--- src/sv/assert_macros.svh ---
// Assertion macros used by the divider sequencer.
`ifndef ASSERT_MACROS_SVH
`define ASSERT_MACROS_SVH

// Property that must hold whenever the antecedent is seen, same cycle.
`define ASSERT_SAME(label, clk, rstn, ante, cons) \
    label: assert property (@(posedge clk) disable iff (!rstn) (ante) |-> (cons)) \
        else $error("same-cycle check failed");

// Property that must hold in the cycle after the antecedent.
`define ASSERT_NEXT(label, clk, rstn, ante, cons) \
    label: assert property (@(posedge clk) disable iff (!rstn) (ante) |=> (cons)) \
        else $error("next-cycle check failed");

`endif

--- src/sv/udiv_pkg.sv ---
// Shared constants and types of the unsigned restoring divider.
package udiv_pkg;

    localparam int FIELD_W = 64;
    localparam int DATA_W  = 64;
    localparam int CNT_W   = $clog2(DATA_W);

    typedef enum logic [1:0] {
        ST_IDLE,
        ST_CALC,
        ST_DONE
    } state_t;

    typedef struct packed {
        logic load;
        logic step;
        logic store;
    } cmd_t;

    typedef struct packed {
        logic dz;
        logic last;
    } sts_t;

endpackage

--- src/sv/udiv_ctrl.sv ---
// Sequencer of the divider: load, iterate, hand the result to the output register.
`include "assert_macros.svh"

module udiv_ctrl (
    input  logic            aclk,
    input  logic            aresetn,
    input  logic            s_axis_tvalid,
    output logic            s_axis_tready,
    output logic            m_axis_tvalid,
    input  logic            m_axis_tready,
    input  udiv_pkg::sts_t  sts,
    output udiv_pkg::cmd_t  cmd
);

    udiv_pkg::state_t state_reg, state_next;
    logic             m_valid_reg, m_valid_next;
    logic             slot_free;

    assign slot_free = !m_valid_reg || m_axis_tready;

    always_ff @(posedge aclk) begin
        if (!aresetn) begin
            state_reg   <= udiv_pkg::ST_IDLE;
            m_valid_reg <= 1'b0;
        end else begin
            state_reg   <= state_next;
            m_valid_reg <= m_valid_next;
        end
    end

    always_comb begin
        state_next = state_reg;
        unique case (state_reg)
            udiv_pkg::ST_IDLE: begin
                if (s_axis_tvalid) state_next = udiv_pkg::ST_CALC;
            end
            udiv_pkg::ST_CALC: begin
                if (sts.dz || sts.last) state_next = udiv_pkg::ST_DONE;
            end
            udiv_pkg::ST_DONE: begin
                if (slot_free) state_next = udiv_pkg::ST_IDLE;
            end
            default: state_next = udiv_pkg::ST_IDLE;
        endcase
    end

    always_comb begin
        s_axis_tready = 1'b0;
        cmd           = '0;
        unique case (state_reg)
            udiv_pkg::ST_IDLE: begin
                s_axis_tready = 1'b1;
                cmd.load      = s_axis_tvalid;
            end
            udiv_pkg::ST_CALC: begin
                // A zero divisor skips the iterations entirely.
                cmd.step = !sts.dz;
            end
            udiv_pkg::ST_DONE: begin
                cmd.store = slot_free;
            end
            default: ;
        endcase
    end

    always_comb begin
        m_valid_next = m_valid_reg;
        if (cmd.store) begin
            m_valid_next = 1'b1;
        end else if (m_axis_tready) begin
            m_valid_next = 1'b0;
        end
    end

    assign m_axis_tvalid = m_valid_reg;

    `ASSERT_NEXT(a_load_to_calc, aclk, aresetn, s_axis_tvalid && s_axis_tready,
        state_reg == udiv_pkg::ST_CALC)
    `ASSERT_NEXT(a_finish_to_done, aclk, aresetn,
        state_reg == udiv_pkg::ST_CALC && (sts.dz || sts.last),
        state_reg == udiv_pkg::ST_DONE)
    `ASSERT_SAME(a_result_from_done, aclk, aresetn, $rose(m_valid_reg),
        $past(state_reg) == udiv_pkg::ST_DONE)

endmodule

--- src/sv/udiv_dpath.sv ---
// Working registers, shared subtractor and result register of the divider.
module udiv_dpath (
    input  logic                          aclk,
    input  logic                          aresetn,
    input  udiv_pkg::cmd_t                cmd,
    output udiv_pkg::sts_t                sts,
    input  logic [udiv_pkg::FIELD_W-1:0]  dividend,
    input  logic [udiv_pkg::FIELD_W-1:0]  divisor,
    output logic [udiv_pkg::FIELD_W-1:0]  quotient,
    output logic [udiv_pkg::FIELD_W-1:0]  remainder,
    output logic                          divide_by_zero
);

    localparam int W = udiv_pkg::DATA_W;

    logic [W-1:0]                rem_reg, rem_next;
    logic [W-1:0]                quo_reg, quo_next;
    logic [W-1:0]                dvd_reg, dvd_next;
    logic [W-1:0]                den_reg, den_next;
    logic [udiv_pkg::CNT_W-1:0]  cnt_reg, cnt_next;
    logic                        dz_reg, dz_next;
    logic [W-1:0]                q_out_reg;
    logic [W-1:0]                r_out_reg;
    logic                        dz_out_reg;
    logic [W-1:0]                shifted;
    logic [W:0]                  diff;
    logic                        take;

    // The partial remainder keeps its top bit as a carry into the compare.
    assign shifted = {rem_reg[W-2:0], dvd_reg[W-1]};
    assign diff    = {rem_reg[W-1], shifted} - {1'b0, den_reg};
    assign take    = !diff[W];

    always_comb begin
        rem_next = rem_reg;
        quo_next = quo_reg;
        dvd_next = dvd_reg;
        den_next = den_reg;
        cnt_next = cnt_reg;
        dz_next  = dz_reg;
        if (cmd.load) begin
            rem_next = '0;
            quo_next = '0;
            dvd_next = dividend[W-1:0];
            den_next = divisor[W-1:0];
            cnt_next = '0;
            dz_next  = (divisor[W-1:0] == '0);
        end else if (cmd.step) begin
            rem_next = take ? diff[W-1:0] : shifted;
            quo_next = {quo_reg[W-2:0], take};
            dvd_next = {dvd_reg[W-2:0], 1'b0};
            cnt_next = cnt_reg + 1'b1;
        end
    end

    always_ff @(posedge aclk) begin
        if (!aresetn) begin
            rem_reg <= '0;
            quo_reg <= '0;
            dvd_reg <= '0;
            den_reg <= '0;
            cnt_reg <= '0;
            dz_reg  <= 1'b0;
        end else begin
            rem_reg <= rem_next;
            quo_reg <= quo_next;
            dvd_reg <= dvd_next;
            den_reg <= den_next;
            cnt_reg <= cnt_next;
            dz_reg  <= dz_next;
        end
    end

    always_ff @(posedge aclk) begin
        if (cmd.store) begin
            q_out_reg  <= dz_reg ? '1 : quo_reg;
            r_out_reg  <= dz_reg ? '0 : rem_reg;
            dz_out_reg <= dz_reg;
        end
    end

    assign sts.dz         = dz_reg;
    assign sts.last       = cmd.step && (cnt_reg == udiv_pkg::CNT_W'(W - 1));
    assign quotient       = udiv_pkg::FIELD_W'(q_out_reg);
    assign remainder      = udiv_pkg::FIELD_W'(r_out_reg);
    assign divide_by_zero = dz_out_reg;

endmodule

--- src/sv/unsigned_restoring_divider_top.sv ---
// Top level of the unsigned restoring divider with its stream ports.
//
// Divides an unsigned 64-bit dividend by a 64-bit divisor and returns the
// quotient and remainder in one output transfer. One request is taken at a
// time. After the accepting edge, one quotient bit is produced per cycle
// through the single shared subtract-and-compare unit, and the DONE state
// then moves the result into the output register. The next request can be
// accepted once that result is in the output register. A zero divisor skips
// the iterations and returns an all-ones quotient, a zero remainder and
// tuser set. The output register lets the next request be accepted while
// the previous result still waits to be taken. A finished division that
// finds the output register still full waits until that result is taken.
module unsigned_restoring_divider_top (
    input  logic          aclk,
    input  logic          aresetn,
    input  logic          s_axis_tvalid,
    output logic          s_axis_tready,
    input  logic [127:0]  s_axis_tdata,   // dividend [63:0], divisor [127:64]
    output logic          m_axis_tvalid,
    input  logic          m_axis_tready,
    output logic [127:0]  m_axis_tdata,   // quotient [63:0], remainder [127:64]
    output logic [0:0]    m_axis_tuser    // divide_by_zero [0]
);

    localparam int FW = udiv_pkg::FIELD_W;

    udiv_pkg::cmd_t cmd;
    udiv_pkg::sts_t sts;
    logic [FW-1:0]  quotient;
    logic [FW-1:0]  remainder;
    logic           divide_by_zero;

    udiv_ctrl u_ctrl (
        .aclk          (aclk),
        .aresetn       (aresetn),
        .s_axis_tvalid (s_axis_tvalid),
        .s_axis_tready (s_axis_tready),
        .m_axis_tvalid (m_axis_tvalid),
        .m_axis_tready (m_axis_tready),
        .sts           (sts),
        .cmd           (cmd)
    );

    udiv_dpath u_dpath (
        .aclk           (aclk),
        .aresetn        (aresetn),
        .cmd            (cmd),
        .sts            (sts),
        .dividend       (s_axis_tdata[FW-1:0]),
        .divisor        (s_axis_tdata[2*FW-1:FW]),
        .quotient       (quotient),
        .remainder      (remainder),
        .divide_by_zero (divide_by_zero)
    );

    assign m_axis_tdata = {remainder, quotient};
    assign m_axis_tuser = divide_by_zero;

endmodule

--- config.mk ---
export PLATFORM = sky130hd
export DESIGN_NAME = unsigned_restoring_divider_top
export DESIGN_NICKNAME = d
export VERILOG_FILES = /design/src/sv/udiv_pkg.sv /design/src/sv/udiv_ctrl.sv /design/src/sv/udiv_dpath.sv /design/src/sv/unsigned_restoring_divider_top.sv
export VERILOG_INCLUDE_DIRS = /design/src /design/src/sv
export SDC_FILE = /design/constraint.sdc
export NUM_CORES = 1
export LEC_CHECK = 0
export BUFFER_PORTS_ARGS = -buffer_cell sky130_fd_sc_hd__buf_2
export CAP_MARGIN = 20
export CORE_UTILIZATION = 50
export CTS_BUF_LIST = sky130_fd_sc_hd__clkbuf_8
export DETAILED_ROUTE_END_ITERATION = 10
export PLACE_DENSITY = 0.83
export SYNTH_ARGS = -nofsm -noshare
export SYNTH_HDL_FRONTEND = slang
export SYNTH_SLANG_ARGS = --single-unit
--- constraint.sdc ---
create_clock -name aclk -period 6.7 [get_ports aclk]
set_clock_uncertainty 0.05 [all_clocks]
set_input_delay 0.67 -clock aclk [delete_from_list [all_inputs] [get_ports aclk]]
set_output_delay 0.67 -clock aclk [all_outputs]
set_load 0.005 [all_outputs]
# == After elaboration in Yosys (flattened, before gate mapping) ==
# Cells that the tools add are included.
# totals
mem_count,0
wordCells,45
inputBits,132
romBits,0
mem_bits_rw,0
latch_bits,0
register_bits,395
output_inout_bits,131
# op_classes
eq_ne,6
n_div,0
n_mux,13
bitwise_logic,1
n_lt_le_gt_ge,0
n_reduce_logical,12
multipliers,0
add_sub_neg,2
shift,0
# ops
op,count
$mux 64,3
$sub 65x64->65,1
$logic_not 64->1,1
$add 6x1->6 const B,1
$eq 6x6->1 const B,1
$mux 1,6
$mux 2,3
$pmux 2 s3,1
$ne 2x1->1 const B,2
$reduce_bool 2->1,2
$logic_not 1->1,3
$reduce_and 3->1,1
$eq 2x1->1 const B,1
$eq 2x2->1 const B,1
$logic_not 2->1,1
$logic_or 1x1->1,2
$ne 2x2->1 const B,1
$reduce_or 2->1,1
$logic_and 1x1->1,1
$not 1->1,1

# == Logic depth before layout (Yosys ltp) ==
# Gate-level depths: netlist of the first run.
# depth
word_depth,6
ltp_mapped,16
depth_no_buf,14

# == Cells and area by module ==
# Synthesis of the first run repeated with hierarchy kept, for this count alone.
# unflattened
cells_unflattened,2143
area_unflattened_um2,20055.5
# by_module_without_submodules
mod,cells_per_inst,seq_area_each_um2,instances,area_each_um2
udiv_dpath,2126,9138.8,1,19907.8
udiv_ctrl,17,60.1,1,147.6

# == Worst setup path before layout of the first run ==
# No wires, ideal clock.
# synth_path
path_type,input -> register
startpoint,input m_axis_tready
endpoint,register u_dpath.dz_out_reg (netlist: u_dpath.divide_by_zero) (enable)
required_time_ns,6.016
slack_ns,-0.475
cell_stages,2
n_path_buf,0
t_arrival_ns,6.491
setup_ns,0.634
path_cell_list,nand2b_1 > nor2b_1
# synth_rtl
element,line,source
from (decl),unsigned_restoring_divider_top.sv:20,"input logic m_axis_tready,"
to (signal assigned),udiv_dpath.sv:78,dz_out_reg <= dz_reg;
to (decl),udiv_dpath.sv:24,logic dz_out_reg;

# == Worst setup path after layout of the first run ==
# layout_path
startpoint,register u_dpath.dvd_reg[63]
endpoint,register u_dpath.rem_reg[44]
# layout_via
elab_chain_cells,2
# layout_rtl
element,line,source
from (decl),udiv_dpath.sv:18,"logic [W-1:0] dvd_reg, dvd_next;"
from (signal assigned),udiv_dpath.sv:67,dvd_reg <= dvd_next;
$sub 65x64->65,udiv_dpath.sv:31,"assign diff = {rem_reg[W-1], shifted} - {1'b0, den_reg};"
$mux 64,udiv_dpath.sv:49,rem_next = take ? diff[W-1:0] : shifted;
to (signal assigned),udiv_dpath.sv:65,rem_reg <= rem_next;
to (decl),udiv_dpath.sv:16,"logic [W-1:0] rem_reg, rem_next;"
# No other way between the ends.
# A chain may end at the register's enable or synchronous reset.

==> results.md, run 1 <==
* Status: complete, no violations
* Syn avg cell area at around 9.0 um2
* Count leader, synth: nand2_1
* Worst VDD drop at 0.000165 V
* Final cell count without fillers at approximately 2,900
* Synth top cells by count: 329 x nand2_1, 266 x dfxtp_1, 205 x a21oi_1
* Post-synth EDFFs at about 130
* Slew @ Worst Pin at 1.07 ns
* Post-route clock period utilization at 0.680
* Initial antenna violation count at 2
* Synthesized Nets at between 2,000 and 2,500
* Post-CTS Hold Buffers at 0
* Hold WC Path Type: primary input to flip-flop
* Maximum fanout along the worst path at 30
* Leak at 0.00943 uW
* Min cycle time layout at ~4.6 ns
* Largest net degree at the start of global routing at 102
* Max-cap violations at 0
* Switching pwr at around 2200 uW
* Placed cells at roughly 2,800
* Num CTS Buffers at 66
* Ys Warns at 0
* Worst path max stage delay at ~0.70 ns
* Starting DRT DRC Count at 1,143
* CTS resizes at 0
* RSZ-0062 raised after global routing: false
* Clk pwr share at 0.309
* DIE AREA at 0.0392 mm2
* Syn Inst Count at ~2,100
* Critical Path End Type: flip-flop
* Total power at around 6700 uW
* Vias post-DR at 16,100
* Slew HR at 0.282
* Number of top-level pins at 263
* Die Span Y at 198 um
* Global-route wire length before repair at ~77 mm
* Switching portion of total power at 0.332
* Placer Congestion at about 0.95
* Total grt overflow at 0
* Sequence of cells on the critical path: inv_1 > ha_1 > fa_1 > nand2b_1 > a21oi_1 > o31a_1 > a21oi_4 > o21ai_2 > a31oi_4 > o21ai_2 > a311oi_4 > xor2_4 > buf_4 > mux2_1 > a21oi_1
* Worst Path Required at a little over 7 ns
* Initial Util at 0.509
* Max-slew violation count at 0
* Placement row count at between 70 and 80
* Vias per inst at about 5.5
* Clock Tree Root: clkbuf_8
* H-tree depth at 3
* Seq pwr share at 0.404
* Max frequency at ~220 MHz
* Total track usage at 0.243
* IO buf count at approximately 260
* TNS Setup at 0 ns
* Post-synth cell types at 70
* Share of cells above drive strength 1 at 0.188
* Cell area power density at around 300 mW/mm2
* Endpoints failing hold at 0
* Core ar. at roughly 0.038 mm2
* Post-synthesis cell area at about 0.019 mm2
* Critical Path Start Type: flip-flop
* #FFs+latches synth at between 300 and 400
* Worst hold margin at 0.241 ns
* Top FF cell, synth: dfxtp_1
* Post-route ant nets at 0
* Remaining DRCs at 0
* Asr flop ratio synth at 0
* Area leader, netlist: dfxtp_1
* Post-DP HPWL at between 30 and 40 mm
* Final Setup Violations at 0
* Sequential area share after synthesis at 0.478
* Initial DRT Pass Iterations at 6
* Total Nets Final at ~2,500
* Die X at ~200 um
* Part of the power in combinational logic at 0.287
* Synth area leaders: dfxtp_1 28%, edfxtp_1 20%, nand2_1 6.4%
* Layout area overhead at 14.6%
* Vias in the first global route at between 15,000 and 20,000
* Slowest cell on the critical path: xor2_4
* Clk sinks at roughly 400
* Clock-pin slew on the worst setup and hold paths at about 0.060 ns
* Later-pin clock latency in the skew report at 0.64 ns
* Total setup buffers inserted after CTS at 0
* DRT Wirelength at approximately 48 mm
* WS Path Type: flip-flop to flip-flop
* CP arrival at ~5.0 ns
* Top-area cell type share of the netlist area at 0.277
* Pint at about 4500 uW
* Max Buffers Root-to-Sink at 3
* CTS tree: yes
* Routed len/inst at 16.5 um
* Fillers at 3,303
-- power groups by stage --
stage	Sequential, uW	Combinational (uW)	Clock, uW
3_5_place_dp	2760	1880	0
3_3_place_gp	2750	1850	0
4_1_cts	2710	1900	2130
2_1_floorplan	2740	1490	0
6_report	2710	1930	2070
5_1_grt	2730	2120	2240
-- layout by cell type (no fill, tap or decap), types with 68 or more instances in the layout --
cell	Yosys	routed
nand2_1	329	326
dfxtp_1	266	265
buf_2	1	261
a21oi_1	205	205
nor2_1	178	177
edfxtp_1	129	129
inv_1	83	105
o21ai_0	101	101
clkbuf_8	0	76
nor2b_1	69	68
-- metrics by stage --
stage	area (um2)	worst slack (ns)	utilization
2_1_floorplan	19200	2.02	-
3_3_place_gp	20700	2.29	0.548
3_5_place_dp	20700	2.19	0.548
4_1_cts	22000	2.12	0.583
5_1_grt	22000	1.86	0.584
6_report	22000	2.14	0.584
-- per-layer routing --
layer  share of wire  global-route usage  routed length, um  vias to the layer above
met5               0                   0                  0                        -
met4           0.032               0.110               1540                        0
met3           0.063              0.0428               3040                      106
met2            0.47               0.395              22500                      536
met1            0.44               0.314              20900                     7518
li1                -                   -                  -                     7897
-- cell type report --
class,count,area (um2),share of cell area
clock buffers,76,1050,0.0475
inverters,83,312,0.0141
diodes,1,2.50,0.000114
multi-input cells,1515,9140,0.415
flip-flops and latches,395,9200,0.418
repair buffers,276,1440,0.0655
well taps,511,639,0.0290
clock inverters,43,250,0.0114
-- worst paths after layout --
kind	start	to	slack, ns	cells past startpoint
worst max register to register	u_dpath.dvd_reg[63]	u_dpath.rem_reg[44]	2.14	15
worst min register to register	u_dpath.quo_reg[54]	u_dpath.quo_reg[54]	0.41	2
worst max-delay path	u_dpath.dvd_reg[63]	u_dpath.rem_reg[44]	2.14	15
worst min-delay path	s_axis_tdata[1]	u_dpath.dvd_reg[1]	0.24	2
-- worst max-delay path: cells and delay by family (launching register included) --
| kind | cells | cell delay [ns] |
|---|---|---|
| muxes | 1 | 0.37 |
| adders and majority gates | 2 | 0.62 |
| xor gates and xnor gates | 1 | 0.70 |
| and+or+nand+nor | 1 | 0.18 |
| buffers and inverters | 2 | 0.64 |
| AOI/OAI and AO/OA | 8 | 1.57 |
| DFF | 1 | 0.31 |
-- logic make-up after synthesis --
| logic type | Yosys count | share of synthesized area |
|---|---|---|
| buf+inv | 236 | 0.0487 |
| flops | 395 | 0.478 |
| compound gates | 560 | 0.186 |
| fa+ha+maj | 66 | 0.0433 |
| simple gates | 762 | 0.181 |
| mux | 63 | 0.0330 |
| xor+xnor | 64 | 0.0295 |
(Power assumes the default switching activity.)
==> inputs of run 2 (changes only) <==
--- a/config.mk
+++ b/config.mk
@@ -11,7 +11,7 @@
 export CORE_UTILIZATION = 50
 export CTS_BUF_LIST = sky130_fd_sc_hd__clkbuf_8
 export DETAILED_ROUTE_END_ITERATION = 10
-export PLACE_DENSITY = 0.83
+export PLACE_DENSITY = 0.8
 export SYNTH_ARGS = -nofsm -noshare
 export SYNTH_HDL_FRONTEND = slang
 export SYNTH_SLANG_ARGS = --single-unit
==> constraint.sdc (replaced) <==
create_clock -name aclk -period 4.4 [get_ports aclk]
set_clock_uncertainty 0.05 [all_clocks]
set_input_delay 0.44 -clock aclk [delete_from_list [all_inputs] [get_ports aclk]]
set_output_delay 0.44 -clock aclk [all_outputs]
set_load 0.005 [all_outputs]
==> run 2 against run 1 <==
First-iteration DRC count down 8.1%. Critical path depth down 1. Register-to-register slack got worse by 1.8 ns. Flip-flop and latch count unchanged. Via count increased by 1.1%. Final cell count grew 1.2%. Wire length increased by 3.6%. Global-route usage grew 0.90 points. Critical path type unchanged. Largest power group unchanged.
==> results.md, run 2 (same netlist as run 1, synthesis figures left out) <==
* TNS Setup at 0 ns
* Number of top-level pins at 263
* Hold WC Path Type: primary input to flip-flop
* Die Span Y at between 150 and 200 um
* Critical Path End Type: flip-flop
* Layout area overhead at 16.1%
* RSZ-0062 raised after global routing: false
* Initial Util at 0.509
* Post-route clock period utilization at 0.914
* Final Setup Violations at 0
* Initial DRT Pass Iterations at 5
* Worst hold margin at roughly 0.030 ns
* Utilization after layout at 0.591
* Worst VDD drop at 0.000308 V
* Leak at around 0.0096 uW
* Slew HR at 0.366
* Max frequency at 249 MHz
* Die X at 198 um
* Core ar. at between 0.03 and 0.04 mm2
* Fillers at between 3,000 and 4,000
* IO buf count at around 260
* Clk sinks at between 300 and 400
* Total setup buffers inserted after CTS at 0
* Critical Path Start Type: flip-flop
* Sequence of cells on the critical path: inv_1 > ha_1 > fa_1 > nand2b_1 > a21oi_1 > o21ai_0 > a2111oi_0 > o21ai_0 > a21oi_1 > nand2_1 > o311ai_0 > xor2_1 > mux2i_1 > a21oi_1
* Endpoints failing hold at 0
* Min cycle time layout at 4.02 ns
* Total power at 10,400 uW
* Initial antenna violation count at 2
* CP most frequent cell: a21oi_1
* Largest net degree at the start of global routing at between 80 and 90
* Vias in the first global route at 15,600
* Num CTS Buffers at 67
* Max Buffers Root-to-Sink at 3
* Starting DRT DRC Count at 1,050
* Max-slew violation count at 0
* DIE AREA at 0.0392 mm2
* Most common cell after layout, fill and taps aside: nand2_1
* Slowest cell on the critical path: a2111oi_0
* Slew @ Worst Pin at between 0.9 and 1 ns
* Commonest cells after routing, fill and taps aside: 326 x nand2_1, 265 x dfxtp_1, 261 x buf_2, 205 x a21oi_1, 177 x nor2_1
* Routed len/inst at between 15 and 20 um
* WS Path Type: flip-flop to flip-flop
* H-tree depth at 3
* Clock-pin slew on the worst setup and hold paths at 0.06 ns
* Later-pin clock latency in the skew report at 0.63 ns
* Max-cap violations at 0
* Share of cells above drive strength 1 at 0.190
* Total Nets Final at roughly 2,600
* Vias post-DR at 16,200
* Total grt overflow at 0
* Placement row count at a little over 70
* Clock Tree Root: clkbuf_8
* DRT Wirelength at approximately 50 mm
* CTS tree: yes
* Vias per inst at between 5 and 6
* Maximum fanout along the worst path at 3
* Post-route ant nets at 0
* Status: complete, no violations
* Placer Congestion at roughly 0.93
* Global-route wire length before repair at ~79 mm
* CP arrival at 4.45 ns
* Total track usage at 0.252
* Worst path max stage delay at between 0.6 and 0.7 ns
* Cell area power density at 467 mW/mm2
* Post-DP HPWL at ~35 mm
* Worst Path Required at 4.83 ns
* Remaining DRCs at 0
run 2: metrics by stage:
step,instances,worst slack (ns),cell area [um2]
global route,2933,0.00692,22300
global placement,2792,0.487,20800
finish,2934,0.377,22300
detailed placement,2792,0.400,20800
floorplan,2146,1.20,19200
CTS,2930,0.357,22300
run 2: repair_timing:
action | 4_1_cts | 5_1_grt
resized for setup | 0 | 0
hold endpoints to repair | 14 | 0
hold buffers | 14 | 0
run 2: layer usage:
metal  wire [um]  part of all wire  vias up  global-route usage
met5           0                 0        -                   0
met4        1690             0.034        0               0.104
met3        2860             0.058      116              0.0496
met2       23300              0.47      533               0.412
met1       21800              0.44     7628               0.324
li1            -                 -     7958                   -
run 2: cell type report:
cell class	instances	area [um2]	area share
repair buffers	303	1710	0.0765
flip-flops and latches	395	9200	0.412
well taps	511	639	0.0286
diodes	3	7.51	0.000336
clock buffers	75	1030	0.0462
multi-input cells	1515	9140	0.409
clock inverters	49	284	0.0127
inverters	83	312	0.0140
run 2: worst max-delay path, delay by kind of cell (launching register included):
family / cells / cell delay [ns]
AND/OR/NAND/NOR: 2 / 0.33
adder cells (fa/ha/maj): 2 / 0.63
flip-flops: 1 / 0.30
multiplexers: 1 / 0.16
XOR/XNOR: 1 / 0.11
AO/OA/AOI/OAI: 7 / 2.22
buffers and inverters: 1 / 0.06
run 2: final timing paths:
path	start	to	depth (start not counted)	slack (ns)
worst min register to register	u_dpath.quo_reg[23]	u_dpath.quo_reg[24]	2	0.40
worst max-delay path	u_dpath.dvd_reg[63]	u_dpath.rem_reg[58]	14	0.38
worst max register to register	u_dpath.dvd_reg[63]	u_dpath.rem_reg[58]	14	0.38
worst min-delay path	s_axis_tdata[107]	u_dpath.den_reg[43]	3	0.03
run 2: power by group:
group / switching (uW) / total, uW / internal, uW
sequential: 138 / 4130 / 3990
combinational: 1790 / 3060 / 1260
clock: 1530 / 3240 / 1700
total: 3470 / 10400 / 6960
